===== config.mk =====
export PLATFORM = sky130hd
export DESIGN_NAME = datpm_ctrl
export DESIGN_NICKNAME = d
export VERILOG_FILES = /design/src/rtl/core/datpm_pkg.sv /design/src/rtl/core/datpm_ctrl.sv
export SDC_FILE = /design/constraint.sdc
export NUM_CORES = 1
export LEC_CHECK = 0
export ABC_AREA = 1
export BUFFER_PORTS_ARGS = -buffer_cell sky130_fd_sc_hd__buf_2
export CAP_MARGIN = 20
export CORE_MARGIN = 1.5
export CORE_UTILIZATION = 25
export DETAILED_ROUTE_END_ITERATION = 10
export GPL_TIMING_DRIVEN = 0
export PLACE_DENSITY_LB_ADDON = 0.25
export SLEW_MARGIN = 20
export SYNTH_ARGS = -nofsm -noshare
export SYNTH_HDL_FRONTEND = slang
export SYNTH_SLANG_ARGS = --single-unit

===== constraint.sdc =====
create_clock -name clk -period 3.55 [get_ports clk]
set_clock_uncertainty 0.1 [all_clocks]
set_input_delay 0.355 -clock clk [delete_from_list [all_inputs] [get_ports clk]]
set_output_delay 0.355 -clock clk [all_outputs]
set_load 0.02 [all_outputs]

===== src/rtl/core/datpm_pkg.sv =====
// Shared types, constants and helper functions of the double-array trie prefix match unit.
// Depends on nothing; every other file of the block but datpm_ram imports it.
package datpm_pkg;

	localparam int TRIE_DEPTH = 65536;
	localparam int TRIE_AW = $clog2(TRIE_DEPTH);
	localparam int UNITS_W = 17;
	localparam logic [31:0] TRIE_BOUND_MAX = 32'(TRIE_DEPTH);

	localparam logic [31:0] LABEL_MASK = 32'h8000_00FF;
	localparam logic [31:0] VALUE_MASK = 32'h7FFF_FFFF;
	localparam logic [31:0] EXT_FLAG = 32'h0000_0200;

	localparam logic ACT_WRITE = 1'b0;
	localparam logic ACT_KEY = 1'b1;

	localparam logic REG_UNITS_IN_USE = 1'b0;

	typedef enum logic [1:0] {
		STATUS_MATCH = 2'd0,
		STATUS_NO_MATCH = 2'd1,
		STATUS_WALK_OOB = 2'd2,
		STATUS_LEAF_OOB = 2'd3
	} status_t;

	typedef struct packed {
		logic action;
		logic [15:0] unit_addr;
		logic [31:0] unit_data;
		logic [7:0] key_byte;
		logic key_last;
	} req_t;

	typedef struct packed {
		status_t status;
		logic [30:0] match_value;
	} res_t;

	typedef struct packed {
		logic capture;
		logic write;
		logic key_start;
		logic step;
		logic use_root;
		logic node;
		logic leaf;
		logic emit;
	} dp_cmd_t;

	typedef struct packed {
		logic inside_key;
		logic decided;
		logic key_last;
		logic step_oob;
		logic label_ok;
		logic is_leaf;
		logic leaf_oob;
		logic out_free;
	} dp_sts_t;

	function automatic logic [31:0] unit_offset(input logic [31:0] u);
		logic [31:0] off;
		if ((u & EXT_FLAG) != 32'd0) begin
			off = {2'b00, u[31:10], 8'h00};
		end else begin
			off = {10'd0, u[31:10]};
		end
		return off;
	endfunction

endpackage


===== src/rtl/core/datpm_ctrl.sv =====
// Controller state machine that sequences unit writes and the trie walk of each key byte.
// Depends on datpm_pkg; drives the datapath through dp_cmd_t and reads dp_sts_t.
module datpm_ctrl
	import datpm_pkg::*;
(
	input logic clk,
	input logic arst_n,
	input logic req_valid,
	output logic req_ready,
	input req_t req,
	input dp_sts_t sts,
	output dp_cmd_t cmd
);

	typedef enum logic [2:0] {
		S_IDLE,
		S_WRITE,
		S_ROOT,
		S_ROOT_STEP,
		S_STEP,
		S_NODE,
		S_LEAF,
		S_EMIT
	} state_t;

	state_t state_q;
	state_t state_d;
	state_t done_state;

	assign done_state = sts.key_last ? S_EMIT : S_IDLE;
	assign req_ready = (state_q == S_IDLE);

	always_comb begin
		cmd = '0;
		state_d = state_q;
		case (state_q)
			S_IDLE: begin
				cmd.capture = req_valid;
				if (req_valid) begin
					if (req.action == ACT_WRITE) begin
						state_d = S_WRITE;
					end else if (!sts.inside_key) begin
						state_d = S_ROOT;
					end else if (!sts.decided) begin
						state_d = S_STEP;
					end else if (req.key_last) begin
						state_d = S_EMIT;
					end else begin
						state_d = S_IDLE;
					end
				end
			end
			S_WRITE: begin
				cmd.write = 1'b1;
				state_d = S_IDLE;
			end
			S_ROOT: begin
				cmd.key_start = 1'b1;
				state_d = S_ROOT_STEP;
			end
			S_ROOT_STEP, S_STEP: begin
				cmd.step = 1'b1;
				cmd.use_root = (state_q == S_ROOT_STEP);
				state_d = sts.step_oob ? done_state : S_NODE;
			end
			S_NODE: begin
				cmd.node = 1'b1;
				if (sts.label_ok && sts.is_leaf && !sts.leaf_oob) begin
					state_d = S_LEAF;
				end else begin
					state_d = done_state;
				end
			end
			S_LEAF: begin
				cmd.leaf = 1'b1;
				state_d = done_state;
			end
			S_EMIT: begin
				cmd.emit = sts.out_free;
				if (sts.out_free) begin
					state_d = S_IDLE;
				end
			end
			default: begin
				state_d = S_IDLE;
			end
		endcase
	end

	always_ff @(posedge clk or negedge arst_n) begin
		if (!arst_n) begin
			state_q <= S_IDLE;
		end else begin
			state_q <= state_d;
		end
	end

	a_cmd_exclusive: assert property (@(posedge clk) disable iff (!arst_n)
		$onehot0({cmd.capture, cmd.write, cmd.key_start, cmd.step, cmd.node, cmd.leaf,
			cmd.emit}))
		else $error("Datapath commands overlap.");

	a_leaf_after_node: assert property (@(posedge clk) disable iff (!arst_n)
		(state_q == S_LEAF) |-> ($past(state_q) == S_NODE))
		else $error("Leaf read was not preceded by a node read.");

	a_root_then_step: assert property (@(posedge clk) disable iff (!arst_n)
		cmd.key_start |=> (state_q == S_ROOT_STEP))
		else $error("Root read was not followed by the first step.");

endmodule


==> impl_results.md <==
* Status: completed
* Initial antenna violation count at 0
* Largest area contributor in the netlist: dfrtp_1
* Post-Place Worst Slack at 2.08 ns
* Most flops, register: state_q
* Worst Setup Path Type: flop to primary output
* Synth top area share at 0.203
* Synth Net Count at roughly 140
* Drt drc at 0
* Grt ovf at 0
* Largest net degree at the start of global routing at 8
* Layout area overhead at 43.2%
* Largest cells by area after synthesis: dfrtp_1 20%, nand2_1 19%, inv_1 16%, nor2_1 8.1%, nand3_2 5.4%
* Final worst-path cycle share at 0.486
* Non-Filler Instances at ~110
* GRT Util Overall at 0.117
* Die ar. at 0.00172 sq mm
* Synth warnings at 0
* Num rows at 13
* Slowest cell on the critical path: dfrtp_1
* Final setup viols at 0
* Total CTS buffers at 3
* Pins over their slew limit at 0
* Vias in the first global route at 387
* Sw frac at 0.554
* Worst path max stage delay at around 0.45 ns
* Wire length per cell at around 8.4 microns
* Die Y at 41.5 microns
* Post-synth ARST share at 1.00
* Post-CTS Setup Repair Bufs at 0
* Clock-pin slew on the worst setup and hold paths at 0.03 ns
* Final count of hold timing violations at 0
* Layout cells sized above 1 at 0.366
* Slew @ Worst Pin at 0.259 ns
* Peak Freq at 580 MHz
* GPL Wtd Cong at 0.807
* Pint at 191 uW
* Crit-path max FO at 5
* First-pass GRT wire length at 1580 microns
* Placed cells at 103
* # clock sinks at 3
* Cell Pwr Density at 806 mW/mm^2
* Worst setup margin at approximately 1.8 ns
* Initial Utilization at 0.278
* Worst EP required at 3.09 ns
* Arr. time, crit path at 1.27 ns
* Post-Route WL at 902 microns
* ANT nets after route at 0
* Leak at 0.000356 uW
* First DRT Iteration DRCs at 10
* Commonest cells post-synth: 19 x nand2_1, 16 x inv_1, 8 x nor2_1
* # fillers at between 150 and 200
* Die width at 41.5 microns
* Max reg flops at 3
* Number of nets in the layout at 163
* Logic pwr share at 0.654
* Max Cap Violations at 0
* CTS tree: built
* Vias/cell at 4.15
* Setup TNS at 0 ns
* Syn Inst Count at 67
* Clk root buf: clkbuf_4
* Flop pwr share at 0.206
* Via count at 448
* Register area share after synthesis at 0.203
* Cell with the most instances after synthesis: nand2_1
* P_sw at 237 uW
* Worst Path Buf+Inv at 2
* Worst-Skew Late Latency at between 0.2 and 0.25 ns
* Post-synth EDFFs at 0
* Worst min path class: input pin to flop
* Startpoint types: flop
* Biggest regs: state_q: 3 flops
* Mapped Area at 370 sq um
* Slew Limit Headroom at 0.827
* Min cycle time layout at around 1.7 ns
* Max rail drop VDD at about 330 uV
* Synth Flop Type: dfrtp_1
* Top delay family on crit path: flip-flops
* I/O Buffers at 21
* Cell variety after synth at 16
* Unrepaired setup endpoints after global routing: false
* Core Region at 0.00133 sq mm
* Clock share of power at 0.140
* Critical Path Sink Type: primary output
* Register bit total from synthesis at 3
* Pre-antenna DRT Iters at 4
* CTS H-Tree Depth at 1
* Worst-case clock buffer depth at 2
* Diode count at 0
* Avg Cell Area, Syn at roughly 5.5 sq um
* Worst-path cell chain: inv_1 > nor4_1 > buf_2
* HPWL after DPL at 727 microns
* I/O pins at 78
## cells by family after synthesis
family / share of synthesized area
DFF: 0.203
buffers and inverters: 0.172
AOI/OAI and AO/OA: 0.0912
and+or+nand+nor: 0.534
## power by group through the flow
stage / logic, uW / registers (uW) / clock network [uW]
detailed placement: 280 / 87.8 / 0
finish: 280 / 87.9 / 59.8
floorplan: 210 / 81.6 / 0
CTS: 283 / 87.5 / 61.7
global placement: 280 / 87.6 / 0
global route: 319 / 92.4 / 65.8
## worst paths after layout
kind                       slack (ns)  cells past startpoint    endpoint  startpoint
max reg2reg                      2.25                      7  state_q[2]  state_q[2]
min in group asynchronous        0.34                      2  state_q[0]      arst_n
max in group asynchronous        2.90                      2  state_q[2]      arst_n
min reg2reg                      0.58                      2  state_q[0]  state_q[1]
max                              1.82                      3      cmd[0]  state_q[1]
min                              0.31                      3  state_q[2]      sts[5]
## per-layer routing
metal / share of wire / vias to the layer above / track usage / wire length (microns)
li1: - / 259 / - / -
met3: 0.057 / 2 / 0.0304 / 51
met2: 0.44 / 14 / 0.166 / 397
met4: 0.016 / 0 / 0.0774 / 14
met5: 0 / - / 0 / 0
met1: 0.49 / 173 / 0.155 / 440
## layout by cell type, fill, tap and decap left out, drive strengths merged
cell and count:
nand2 22, buf 21, inv 17, nor2 11
nand3 5, a21oi 4, clkbuf 4, dfrtp 3
nand4 2, o21ai 2, nor4 1, dlygate4sd3 1
## area by class of cell
cell class                 instances  area [sq um]  share of cell area
multi-input combinational         47           231               0.436
timing repair buffer              22           115               0.217
sequential                         3          75.1               0.142
inverter                          17          63.8               0.120
clock buffer                       4          26.3              0.0495
tap                               15          18.8              0.0354
## worst reg2reg max path, delay by kind of cell, from the launching register on
family	cells	cell delay (ns)
flops	1	0.46
simple gates	5	0.35
compound gates	1	0.14
buf+inv	1	0.13
## stage by stage
| step | area, sq um | power [uW] | utilization | hold WS (ns) |
|---|---|---|---|---|
| after floorplan | 370 | 291 | - | -0.0406 |
| after global placement | 494 | 367 | 0.371 | 0.0505 |
| after detailed placement | 494 | 368 | 0.371 | 0.0512 |
| after CTS | 531 | 432 | 0.398 | 0.310 |
| after global routing | 531 | 478 | 0.398 | 0.321 |
| final | 531 | 427 | 0.398 | 0.312 |
## repair_timing
action | in CTS | in global routing
hold buffers | 1 | 0
endpoints found under the hold margin | 3 | 0
resized for setup | 0 | 0
Note: power is estimated with default switching activity, not from simulation.
